File: src/dnlp_pkg.sv
// shared types and constants for the delimited number list parser
`default_nettype none
package dnlp_pkg;

	// result kinds
	localparam logic [1:0] KIND_NUM  = 2'd0;
	localparam logic [1:0] KIND_DONE = 2'd1;
	localparam logic [1:0] KIND_ERR  = 2'd2;

	// configuration register indexes
	localparam logic CFG_MAX_COUNT   = 1'b0;
	localparam logic CFG_VALUE_LIMIT = 1'b1;

	// register reset values
	localparam logic [7:0]  RST_MAX_COUNT   = 8'd3;
	localparam logic [13:0] RST_VALUE_LIMIT = 14'd9999;

	// hard upper bound on a number and the ascii zero digit
	localparam logic [13:0] ABS_LIMIT = 14'd9999;
	localparam logic [7:0]  CH_ZERO   = 8'h30;

	// result queue depth and its fill count width
	localparam int Q_DEPTH = 3;
	localparam int QCNT_W  = 2;

	typedef struct packed {
		logic [7:0] ch;
		logic       start_req;
	} dnlp_in_t;

	typedef struct packed {
		logic [1:0]  kind;
		logic [13:0] value;
		logic [7:0]  index;
		logic [7:0]  count;
		logic [15:0] end_offset;
		logic        last;
	} dnlp_res_t;

endpackage
`default_nettype wire

File: src/dnlp_step.sv
// parser state registers and the per-byte next-state and result logic
`default_nettype none
module dnlp_step (
	input  wire logic              clk,
	input  wire logic              arst_n,
	input  wire logic              go,
	input  wire dnlp_pkg::dnlp_in_t item,
	input  wire logic [7:0]        max_count,
	input  wire logic [13:0]       value_limit,
	output dnlp_pkg::dnlp_res_t    res0,
	output dnlp_pkg::dnlp_res_t    res1,
	output logic [1:0]             push_n
);
	import dnlp_pkg::*;

	typedef enum logic [2:0] {
		PH_DONE,
		PH_LEAD,
		PH_NUM,
		PH_DELIM,
		PH_TRAIL
	} phase_t;

	phase_t      phase_q, ph, ph_n;
	logic [13:0] acc_q, acc, acc_n, acc_base, lim;
	logic [7:0]  cnt_q, cnt, cnt_n;
	logic [7:0]  rem_q, rem, rem_n;
	logic [15:0] off_q, off, off_n, cur;
	logic [7:0]  ch_diff;
	logic [3:0]  dig;
	logic [16:0] prod;
	logic        is_ws, is_digit, is_punct, too_big, trail, take_digit;
	logic [1:0]  n;
	dnlp_res_t   r0, r1, fin;

	// byte classes
	always_comb begin
		is_ws    = (item.ch == 8'h20) || (item.ch >= 8'h09 && item.ch <= 8'h0D);
		is_digit = (item.ch >= CH_ZERO) && (item.ch <= 8'h39);
		is_punct = (item.ch >= 8'h21 && item.ch <= 8'h2F) ||
			(item.ch >= 8'h3A && item.ch <= 8'h40) ||
			(item.ch >= 8'h5B && item.ch <= 8'h60) ||
			(item.ch >= 8'h7B && item.ch <= 8'h7E);
		ch_diff  = item.ch - CH_ZERO;
		dig      = ch_diff[3:0];
	end

	// next state and up to two results for the byte in the input register
	always_comb begin
		ph  = phase_q;
		acc = acc_q;
		cnt = cnt_q;
		rem = rem_q;
		off = off_q;
		if (item.start_req) begin
			ph  = PH_LEAD;
			acc = '0;
			cnt = '0;
			rem = max_count;
			off = '0;
		end
		cur   = off;
		ph_n  = ph;
		acc_n = acc;
		cnt_n = cnt;
		rem_n = rem;
		off_n = off;
		n     = 2'd0;
		r0    = '0;
		r1    = '0;
		fin   = '0;
		trail = 1'b0;
		take_digit = 1'b0;

		// times ten plus the new digit, checked against the effective limit
		acc_base = (ph == PH_NUM) ? acc : '0;
		prod     = ({3'b000, acc_base} << 3) + ({3'b000, acc_base} << 1) + {13'd0, dig};
		lim      = (value_limit < ABS_LIMIT) ? value_limit : ABS_LIMIT;
		too_big  = prod > {3'b000, lim};

		if (ph != PH_DONE) begin
			off_n = (off != 16'hFFFF) ? off + 16'd1 : off;
			case (ph)
				PH_LEAD: begin
					if (is_digit) begin
						take_digit = 1'b1;
					end else if (!is_ws) begin
						trail = 1'b1;
					end
				end
				PH_DELIM: begin
					if (is_digit) begin
						take_digit = 1'b1;
					end else begin
						trail = 1'b1;
					end
				end
				PH_NUM: begin
					if (is_digit) begin
						take_digit = 1'b1;
					end else begin
						r0.kind  = KIND_NUM;
						r0.value = acc;
						r0.index = cnt;
						r0.count = cnt + 8'd1;
						n        = 2'd1;
						cnt_n    = cnt + 8'd1;
						if (is_punct && rem > 8'd1) begin
							rem_n = rem - 8'd1;
							ph_n  = PH_DELIM;
						end else begin
							rem_n = '0;
							trail = 1'b1;
						end
					end
				end
				PH_TRAIL: begin
					trail = 1'b1;
				end
				default: begin
				end
			endcase

			// digit: grow the number or stop with an error
			if (take_digit) begin
				if (too_big) begin
					r0.kind       = KIND_ERR;
					r0.count      = cnt;
					r0.end_offset = cur;
					n             = 2'd1;
					ph_n          = PH_DONE;
				end else begin
					acc_n = prod[13:0];
					ph_n  = PH_NUM;
				end
			end

			// after the list: skip whitespace, first other byte finishes
			if (trail) begin
				if (!is_ws) begin
					fin.kind       = KIND_DONE;
					fin.count      = cnt_n;
					fin.end_offset = cur;
					ph_n           = PH_DONE;
					if (n == 2'd0) begin
						r0 = fin;
					end else begin
						r1 = fin;
					end
					n = n + 2'd1;
				end else begin
					ph_n = PH_TRAIL;
				end
			end

			// mark the final result of this byte
			if (n == 2'd1) begin
				r0.last = 1'b1;
			end else if (n == 2'd2) begin
				r1.last = 1'b1;
			end
		end
	end

	assign res0   = r0;
	assign res1   = r1;
	assign push_n = go ? n : 2'd0;

	// parser state
	always_ff @(posedge clk or negedge arst_n) begin
		if (!arst_n) begin
			phase_q <= PH_DONE;
			acc_q   <= '0;
			cnt_q   <= '0;
			rem_q   <= '0;
			off_q   <= '0;
		end else if (go) begin
			phase_q <= ph_n;
			acc_q   <= acc_n;
			cnt_q   <= cnt_n;
			rem_q   <= rem_n;
			off_q   <= off_n;
		end
	end

`ifndef SYNTH
	// a byte that gives two results ends a number and then finishes the parse
	a_two_results: assert property (@(posedge clk) disable iff (!arst_n)
		(n == 2'd2) |-> (r0.kind == KIND_NUM && r1.kind == KIND_DONE))
		else $error("two results not a number followed by finish");

	// the held number never passes the hard bound
	a_acc_bound: assert property (@(posedge clk) disable iff (!arst_n)
		acc_q <= ABS_LIMIT)
		else $error("accumulator above hard bound");

	// with no parse running and no start, a byte changes nothing
	a_idle_quiet: assert property (@(posedge clk) disable iff (!arst_n)
		(go && phase_q == PH_DONE && !item.start_req) |=> (phase_q == PH_DONE && $stable(off_q)))
		else $error("idle byte changed parser state");
`endif

endmodule
`default_nettype wire

File: src/dnlp_resq.sv
// three-entry shifting result queue feeding the output channel
`default_nettype none
module dnlp_resq (
	input  wire logic               clk,
	input  wire logic               arst_n,
	input  wire logic [1:0]         push_n,
	input  wire dnlp_pkg::dnlp_res_t res0,
	input  wire dnlp_pkg::dnlp_res_t res1,
	output logic                    space,
	output logic                    out_valid,
	input  wire logic               out_stall,
	output dnlp_pkg::dnlp_res_t     out_data
);
	import dnlp_pkg::*;

	dnlp_res_t         q_q [Q_DEPTH];
	dnlp_res_t         shifted [Q_DEPTH];
	dnlp_res_t         nq [Q_DEPTH];
	logic [QCNT_W-1:0] count_q, base, count_n;
	logic              pop;

	assign out_valid = (count_q != '0);
	assign out_data  = q_q[0];
	assign pop       = out_valid && !out_stall;
	// room for a byte that gives two results
	assign space     = (count_q <= QCNT_W'(Q_DEPTH - 2));

	// entries move one slot toward the head on a transfer
	always_comb begin
		for (int i = 0; i < Q_DEPTH - 1; i++) begin
			shifted[i] = q_q[i + 1];
		end
		shifted[Q_DEPTH-1] = q_q[Q_DEPTH-1];
	end

	// new results land right after the surviving entries
	always_comb begin
		base    = count_q - QCNT_W'(pop);
		count_n = base + push_n;
		for (int i = 0; i < Q_DEPTH; i++) begin
			if (QCNT_W'(i) < base) begin
				nq[i] = pop ? shifted[i] : q_q[i];
			end else if (QCNT_W'(i) == base) begin
				nq[i] = res0;
			end else if (QCNT_W'(i) == base + QCNT_W'(1)) begin
				nq[i] = res1;
			end else begin
				nq[i] = q_q[i];
			end
		end
	end

	// fill count
	always_ff @(posedge clk or negedge arst_n) begin
		if (!arst_n) begin
			count_q <= '0;
		end else begin
			count_q <= count_n;
		end
	end

	// entry payload
	always_ff @(posedge clk) begin
		for (int i = 0; i < Q_DEPTH; i++) begin
			q_q[i] <= nq[i];
		end
	end

`ifndef SYNTH
	// never more entries than slots
	a_no_overflow: assert property (@(posedge clk) disable iff (!arst_n)
		count_q <= QCNT_W'(Q_DEPTH))
		else $error("result queue overfilled");

	// results arrive only when two slots are free
	a_push_space: assert property (@(posedge clk) disable iff (!arst_n)
		(push_n != 2'd0) |-> space)
		else $error("results pushed without room");

	// fill count follows pushes and transfers
	a_count_track: assert property (@(posedge clk) disable iff (!arst_n)
		1'b1 |=> (count_q == $past(count_q) - QCNT_W'($past(pop)) + $past(push_n)))
		else $error("result queue count mismatch");
`endif

endmodule
`default_nettype wire

File: src/delimited_number_list_parser.sv
// top level: config registers, input register, parser step and result queue
// path: input register, then parser step into the registered result queue
// throughput: one byte per cycle while results drain at one per cycle;
//   a byte giving two results drains from the queue one at a time
// reset: parser waits for a start byte; max_count 3, value_limit 9999
`default_nettype none
module delimited_number_list_parser (
	input  wire logic                clk,
	input  wire logic                arst_n,
	input  wire logic                in_valid,
	output logic                     in_stall,
	input  wire dnlp_pkg::dnlp_in_t  in_data,
	output logic                     out_valid,
	input  wire logic                out_stall,
	output dnlp_pkg::dnlp_res_t      out_data,
	input  wire logic                cfg_we,
	input  wire logic                cfg_index,
	input  wire logic [13:0]         cfg_data
);
	import dnlp_pkg::*;

	logic [7:0]  max_count_q;
	logic [13:0] value_limit_q;
	dnlp_in_t    item_s1;
	logic        valid_s1;
	logic        go, space, in_take;
	dnlp_res_t   res0, res1;
	logic [1:0]  push_n;

	// a held byte moves on when the queue can take two results
	assign go       = valid_s1 && space;
	assign in_stall = valid_s1 && !space;
	assign in_take  = in_valid && !in_stall;

	// configuration registers
	always_ff @(posedge clk or negedge arst_n) begin
		if (!arst_n) begin
			max_count_q   <= RST_MAX_COUNT;
			value_limit_q <= RST_VALUE_LIMIT;
		end else if (cfg_we) begin
			case (cfg_index)
				CFG_MAX_COUNT:   max_count_q   <= cfg_data[7:0];
				CFG_VALUE_LIMIT: value_limit_q <= cfg_data;
				default: begin
				end
			endcase
		end
	end

	// input register valid
	always_ff @(posedge clk or negedge arst_n) begin
		if (!arst_n) begin
			valid_s1 <= 1'b0;
		end else if (in_take) begin
			valid_s1 <= 1'b1;
		end else if (go) begin
			valid_s1 <= 1'b0;
		end
	end

	// input register payload
	always_ff @(posedge clk) begin
		if (in_take) begin
			item_s1 <= in_data;
		end
	end

	dnlp_step u_step (
		.clk         (clk),
		.arst_n      (arst_n),
		.go          (go),
		.item        (item_s1),
		.max_count   (max_count_q),
		.value_limit (value_limit_q),
		.res0        (res0),
		.res1        (res1),
		.push_n      (push_n)
	);

	dnlp_resq u_resq (
		.clk       (clk),
		.arst_n    (arst_n),
		.push_n    (push_n),
		.res0      (res0),
		.res1      (res1),
		.space     (space),
		.out_valid (out_valid),
		.out_stall (out_stall),
		.out_data  (out_data)
	);

endmodule
`default_nettype wire

File: config.mk
export PLATFORM = sky130hd
export DESIGN_NAME = delimited_number_list_parser
export DESIGN_NICKNAME = d
export VERILOG_FILES = /design/src/dnlp_pkg.sv /design/src/dnlp_step.sv /design/src/dnlp_resq.sv /design/src/delimited_number_list_parser.sv
export SDC_FILE = /design/constraint.sdc
export NUM_CORES = 1
export LEC_CHECK = 0
export BUFFER_PORTS_ARGS = -buffer_cell sky130_fd_sc_hd__buf_4
export CAP_MARGIN = 25
export CORE_MARGIN = 2
export CORE_UTILIZATION = 55
export CTS_BUF_LIST = sky130_fd_sc_hd__clkbuf_16
export DETAILED_ROUTE_END_ITERATION = 16
export PLACE_DENSITY = 0.78
export SLEW_MARGIN = 20
export SYNTH_ARGS = -nofsm -noshare
export SYNTH_HDL_FRONTEND = slang
export SYNTH_SLANG_ARGS = --single-unit
export TNS_END_PERCENT = 5
File: constraint.sdc
create_clock -name clk -period 6.63 [get_ports clk]
set_input_delay 0.663 -clock clk [delete_from_list [all_inputs] [get_ports clk]]
set_output_delay 0.663 -clock clk [all_outputs]
set_load 0.03 [all_outputs]
# [Yosys cells after proc, flatten, opt, wreduce, memory -nomap -nowiden]
# Memory sizes are Yosys's and may differ from the RTL's.
# Cells that the tools add are included.
[op_classes] n_addsub=10 order_cmp=19 n_eq_ne=12 mux=77 bitwise_logic=1 reduce_logical=27
[ops] operator="49-bit 2-to-1 mux" n=18
[ops] operator="14-bit 2-to-1 mux" n=6
[ops] operator="8-bit 2-to-1 mux" n=9
[ops] operator="16-bit 2-to-1 mux" n=3
[ops] operator="24-bit 2-to-1 mux" n=2
[ops] operator="48-bit 2-to-1 mux" n=1
[ops] operator="32-bit 2-to-1 mux" n=1
[ops] operator="30-bit 2-to-1 mux" n=1
[ops] operator="8-bit by 6-bit >= comparator with 1-bit output (second input constant)" n=3
[ops] operator="8-bit by 7-bit less-or-equal comparator with 1-bit output (second input constant)" n=3
[ops] operator="2-bit 2-to-1 mux" n=12
[ops] operator="3-bit 2-to-1 mux" n=8
[ops] operator="17-bit by 15-bit adder with 17-bit output" n=1
[ops] operator="17-bit by 4-bit adder with 17-bit output" n=1
[ops] operator="17-bit by 14-bit > comparator with 1-bit output" n=1
[ops] operator="16-bit by 1-bit adder with 16-bit output (second input constant)" n=1
[ops] operator="8-bit by 7-bit >= comparator with 1-bit output (second input constant)" n=2
[ops] operator="8-bit by 6-bit less-or-equal comparator with 1-bit output (second input constant)" n=2
[ops] operator="16-bit inequality test (second input constant)" n=1
[ops] operator="1-bit 2-to-1 mux" n=15
[ops] operator="14-bit < comparator (second input constant)" n=1
[ops] operator="1-bit logical AND" n=11
[ops] operator="8-bit by 1-bit adder with 8-bit output (second input constant)" n=1
[ops] operator="8-bit by 6-bit equality test with 1-bit output (second input constant)" n=1
[ops] operator="27 further kinds" n=41
[totals] register_bits=83 mem_bits_rw=147 inputBits=29 n_memories=1
[mem_list] name="u_resq.q_q" depth=3 width=49 rd=3 rd_ports_with_merged_regs=0 wr=3 line="dnlp_resq.sv:16" text="dnlp_res_t q_q [Q_DEPTH];"

# [Longest topological paths before layout]
[logic_depth] word_depth=20 ltp_mapped=30

# [By module]
# A second synthesis with hierarchy kept.
[hier_totals] cells_unflattened=1385 hier_area_um2=14824.2
[modules_own_cells] mod="dnlp_resq" instances=1 cells_each=622 area_per_inst_um2=8079.0
[modules_own_cells] mod="dnlp_step" instances=1 cells_each=700 area_per_inst_um2=5507.8
[modules_own_cells] mod="delimited_number_list_parser" instances=1 cells_each=63 area_per_inst_um2=1237.4

# [Worst setup path before layout]
# Ideal clock, no wire load.
[synth_path] path_type="register to register" start="reg item_s1[0] in the netlist's numbering" end="mem u_resq.q_q[0][49] in the netlist's numbering, data pin" setup_ns=0.154 t_arrival_ns=6.082 required_time_ns=6.476 path_slack_ns=0.394 stages_incl_launch_ff=28 path_buffers=4 period_less_slack_ns=6.236 path_cell_list="edfxtp_1 > buf_2 > nor4b_4 > clkbuf_1 > clkbuf_1 > and2_1 > ha_1 > ha_1 > and3_1 > a31oi_1 > a31oi_1 > a31o_2 > o21a_1 > nor2_1 > xnor2_1 > ha_1 > nand2_1 > nor4_1 > a22oi_1 > nor4b_4 > a41oi_2 > buf_4 > nor2_1 > inv_1 > ha_1 > or3b_1 > o31a_1 > o21ai_0"
[synth_rtl] item="start, declared" line="delimited_number_list_parser.sv:24" text="dnlp_in_t item_s1;"
[synth_rtl] item="start signal, assigned" line="delimited_number_list_parser.sv:64" text="item_s1 <= in_data;"
[synth_rtl] item="end, declared" line="dnlp_resq.sv:16"

# [Worst setup path in the final report]
[layout_path] start="reg u_step.phase_q[0]" end="reg u_resq.count_q[1]"
[layout_via] elab_chain_len=16 word_cells_on_any_way=26 classes_between="add/sub (4); order compare (1); eq/ne (4); mux (15); reduce/logical (2)"
[layout_rtl] item="start, declared" line="dnlp_step.sv:24" text="phase_t phase_q, ph, ph_n;"
[layout_rtl] item="start signal, assigned" line="dnlp_step.sv:178" text="phase_q <= ph_n;"
[layout_rtl] item="3-bit 2-to-1 mux (*)" line="dnlp_step.sv:55" text="if (item.start_req) begin"
[layout_rtl] item="3-bit by 2-bit equality test with 1-bit output" line="dnlp_step.sv:76, dnlp_step.sv:83"
[layout_rtl] item="14-bit 2-to-1 mux" line="dnlp_step.sv:76" text="acc_base = (ph == PH_NUM) ? acc : '0;"
[layout_rtl] item="17-bit by 15-bit adder with 17-bit output" line="dnlp_step.sv:77" text="prod = ({3'b000, acc_base} << 3) + ({3'b000, acc_base} << 1) + {13'd0, dig};"
[layout_rtl] item="17-bit by 4-bit adder with 17-bit output" line="dnlp_step.sv:77"
[layout_rtl] item="17-bit by 14-bit > comparator with 1-bit output" line="dnlp_step.sv:79" text="too_big = prod > {3'b000, lim};"
[layout_rtl] item="2-bit 2-to-1 mux" line="dnlp_step.sv:126" text="if (too_big) begin"
[layout_rtl] item="2-bit 2-to-1 mux" line="dnlp_step.sv:125" text="if (take_digit) begin"
[layout_rtl] item="2-bit 2-to-1 mux" line="dnlp_step.sv:81" text="if (ph != PH_DONE) begin"
[layout_rtl] item="2-bit by 1-bit adder with 2-bit output" line="dnlp_step.sv:150" text="n = n + 2'd1;"
[layout_rtl] item="2-bit 2-to-1 mux" line="dnlp_step.sv:140" text="if (!is_ws) begin"
[layout_rtl] item="2-bit 2-to-1 mux" line="dnlp_step.sv:139" text="if (trail) begin"
[layout_rtl] item="2-bit 2-to-1 mux" line="dnlp_step.sv:81"
[layout_rtl] item="2-bit 2-to-1 mux (*)" line="dnlp_step.sv:81"
[layout_rtl] item="2-bit 2-to-1 mux (*)" line="dnlp_step.sv:167" text="assign push_n = go ? n : 2'd0;"
[layout_rtl] item="2-bit adder (*)" line="dnlp_resq.sv:39" text="count_n = base + push_n;"
[layout_rtl] item="net u_resq.count_n[1]" line="dnlp_resq.sv:19" text="logic [QCNT_W-1:0] count_q, base, count_n;"
[layout_rtl] item="end signal, assigned" line="dnlp_resq.sv:58" text="count_q <= count_n;"
[layout_rtl] item="end, declared" line="dnlp_resq.sv:19"
# The timed path passes the listed nets; every way through them passes the cells marked *. The select of a mux whose other input is x is not followed.
# A chain may end at the register's enable or synchronous reset.

==> results <==
- The run finished with clean final reports.
- Yosys printed 0 warnings.
- The register-to-register path setup slack is 0.40 ns.
- Summed over all instances, the cell type with the most area after synthesis is sky130_fd_sc_hd__edfxtp_1.
- The starting utilization of the core area is 0.5646.
- The final-layout fill cell count is 1786.
- IR analysis of the VDD net gives a maximum drop of 0.5586 mV.
- The number of vias after detailed routing is 9261.
- Clock tree synthesis found a total of 230 sinks.
- The worst-skew pair later-pin latency is 0.52 ns.
- The routed length per instance is 19.04 µm.
- The worst setup path is launched from a flop.
- The mean area per synthesized cell is 10.85 µm².
- The highest achievable clock rate is 160.5 MHz.
- The number of max-slew violations in the final report was 0.
- The number of buffers inserted during clock tree synthesis is 24.
- The total power density per cell area is 475.7 nW/µm².
- The number of buffers on the longest clock path is 3.
- In this run the cell area of the synthesized design comes to 12860 µm².
- The fraction of final layout cells with drive strength greater than 1 is 0.1792.
- The largest driver fanout on the critical path is 21.
- The final critical delay including setup and external delays is 6.230 ns.
- The required time of the critical path is 7.07 ns.
- The detail route stage leaves a number of antenna-violating nets equal to 0.
- The largest net degree at the start of global routing is 75.
- For the worst setup path, the data arrival time is 6.67 ns.
- The cell sitting at the root of the clock tree is a sky130_fd_sc_hd__clkbuf_16.
- The antenna diode count is 0.
- The clock tree from TritonCTS is built.
- The end of the worst register-to-register path is u_resq.count_q[1].
- The detailed route wirelength on metal3 is 2353 µm.
- The initial antenna violation count is 1.
- The layout overhead on the synthesized area is 9.738%.
- The highest-delay cell along the critical path is sky130_fd_sc_hd__dfrtp_1.
- The setup total negative slack is 0 ns.
- The placeable core area is 22780 µm².
- The number of I/O pins is 80.
- In this run, synthesis inferred 156 flip-flops with an integrated enable.
- The remaining global-route overflow is 0.
- In this run the vertical extent of the chip is 156.9 µm.
- Summed over all cells, the static leakage comes to 5.777 nW.
- The maximum clock skew at final layout is 0.01076 ns.
- The via count of the first global-routing pass is 8741.
- Measured against its own limit, the worst slew margin works out to 0.3284.
- Among all cell types in the netlist, the one instantiated most often is sky130_fd_sc_hd__edfxtp_1.
- The final instance area is 14110 µm².
- Setup violations remaining at the end of the flow were counted as 0.
- The post-synthesis register bit count is 230.
- The final layout contains routed wiring with a total length of 29020 µm.
- Clock-pin slew was measured on the worst setup and hold paths at 0.06 ns.
- The width of the chip is 156.9 µm.
- After synthesis, the most frequently instantiated cells are 156 x sky130_fd_sc_hd__edfxtp_1, 131 x sky130_fd_sc_hd__nand2_1, 95 x sky130_fd_sc_hd__nor2_1.
- The depth of the CTS H-tree is 1.
- The final layout net count is 1277.
- The global routing usage summed across all routing layers is 0.2361.
- At the end of routability-driven placement, the weighted congestion stood at 0.8831.
- The instance area at placement is 13380 µm².
- The remaining routing DRC violations is 0.
- The port buffer count is 79.
- The completed layout was analyzed and its total power is 6.714 mW.
- The gate count of the mapped netlist is 1185.
- The first-iteration detailed-routing DRC count is 835.
- The most numerous cell type found on the critical path is sky130_fd_sc_hd__ha_1.
- The measured slew at the worst slew-check pin is 1.007 ns.
- The post-synthesis sequential area ratio is 0.5092.
- The number of nets in the synthesized netlist is 1269.
- The floorplan has 55 rows.
- The uppermost metal layer occupied by signal nets is met4.
- The worst setup path is captured at a flop.
- Summed over all nets, the half-perimeter wirelength after detailed placement is 19650 µm.
- The global-route wire length before repair is 46110 µm.
- The min-delay analysis places its worst path in the category in2async.
- The final design utilization is 0.6196.
- The synthesized netlist contains 89 unique library cells.
- For this run, the leading register cell type out of synthesis is sky130_fd_sc_hd__edfxtp_1.
- The post-route met1 wirelength is 12990 µm.
- Dividing the detail-routed via count by the number of cells gives 6.077.
- The final hold violation count came to 0.
- The share of the synthesized area in the top cell type is 0.3642.
- In the synthesized netlist the async set-or-reset flop fraction comes to 0.3217.
- Of the available clock period, the critical path in the final layout requires 0.9397.
- The longest individual stage delay on the worst path is 0.47 ns.
- The worst reg2reg path startpoint is u_step.phase_q[0].
- For this run, the detailed router's first-pass iteration total came to 7.
- Measured in cells, the most critical reg-to-reg path has a length of 26.
- Ranked by total cell area, the synthesized netlist is headed by sky130_fd_sc_hd__edfxtp_1 36%, sky130_fd_sc_hd__dfrtp_1 12%, sky130_fd_sc_hd__ha_1 5.3%.
- The floorplan die area is 24620 µm².
- The path type of the worst setup path is reg2reg.
- In the detailed route, the total length drawn on met2 is 13040 µm.
- The count of max-cap constraint violations is 0.
==> worst max-delay path: cells and delay by family (launching register included) <==
kind                       cells  cell delay (ns)
xor gates and xnor gates       3             0.39
DFF                            1             0.47
buffers and inverters          2             0.30
adders and majority gates      5             1.46
and+or+nand+nor                9             1.94
AOI/OAI and AO/OA              7             1.60
==> routing by layer <==
layer / global-route usage / up-vias
li1: - / 4395
met1: 0.3412 / 4439
met2: 0.3745 / 383
met3: 0.04047 / 44
met4: 0.05548 / 0
met5: 0 / -
==> cell type report <==
cell class,count,area [µm²],area share
Inverter,22,82.58,0.005851
Clock inverter,20,98.84,0.007004
Multi-Input combinational cell,811,5590,0.3961
Sequential cell,230,6549,0.4640
Tap cell,313,391.6,0.02775
Clock buffer,24,600.6,0.04255
Timing Repair Buffer,104,800.8,0.05674
==> where the power goes <==
group | internal, mW | leakage [nW] | switching [mW]
clock | 0.658 | 0.377 | 0.548
combinational | 0.858 | 2.87 | 1.90
sequential | 2.47 | 2.53 | 0.283
total | 3.99 | 5.78 | 2.73
==> kinds of logic (layout without fill, tap and decap cells) <==
kind of cell | count (synthesis) | after routing | share of synthesized area
AND/OR/NAND/NOR | 390 | 390 | 0.1491
AO/OA/AOI/OAI | 299 | 299 | 0.1784
flip-flops | 230 | 230 | 0.5092
buffers and inverters | 144 | 170 | 0.05837
adder cells (fa/ha/maj) | 55 | 55 | 0.05409
XOR/XNOR | 37 | 37 | 0.02520
multiplexers | 30 | 30 | 0.02559
==> how the worst max path moves through the flow <==
stage | start | endpoint | slack (ns)
after floorplan | item_s1[0] | u_resq.q_q[0][49] | 0.39
after global placement | u_step.phase_q[0] | u_resq.q_q[0][49] | 0.56
after detailed placement | u_step.phase_q[0] | u_resq.q_q[0][49] | 0.28
after CTS | u_step.phase_q[0] | u_resq.q_q[0][49] | 0.27
after global routing | u_step.phase_q[0] | u_resq.count_q[1] | -0.004
final | u_step.phase_q[0] | u_resq.count_q[1] | 0.40
==> state kept, by name, summed over array words and instances, names as in the netlist <==
name            count
max_count_q         8
u_step.cnt_q        8
u_step.phase_q      3
value_limit_q      14
u_step.off_q       16
u_step.rem_q        8
u_resq.q_q        147
item_s1             9
u_step.acc_q       14
u_resq.count_q      2
valid_s1            1
==> what timing repair did <==
action,CTS,global route
resized for setup,0,2
setup endpoints to repair,0,4
setup buffers,0,2
hold buffers,0,0
==> cells in the final DEF (no fill, tap or decap), drive strengths merged, types with 15 or more instances in the layout <==
cell type / Yosys / final
edfxtp: 156 / 156
nand2: 132 / 132
buf: 70 / 104
nor2: 97 / 97
dfrtp: 64 / 64
a21oi: 57 / 57
ha: 54 / 54
o21ai: 43 / 43
nand3: 38 / 38
o2bb2ai: 33 / 33
inv: 21 / 31
and3: 25 / 25
clkbuf: 52 / 24
a22o: 23 / 23
mux2: 23 / 23
a211oi: 22 / 22
xnor2: 21 / 21
nor2b: 18 / 18
nor3: 17 / 17
and2: 16 / 16
xor2: 16 / 16
a31oi: 15 / 15
==> metrics by stage <==
step,hold slack [ns],cells,setup WS [ns]
after floorplan,0.3674,1185,0.3939
after global placement,0.4640,1476,0.5580
after detailed placement,0.4760,1477,0.2797
after CTS,0.3013,1521,0.2663
after global routing,0.2314,1524,-0.003878
final,0.1743,1524,0.3999
(Power assumes the default switching activity.)
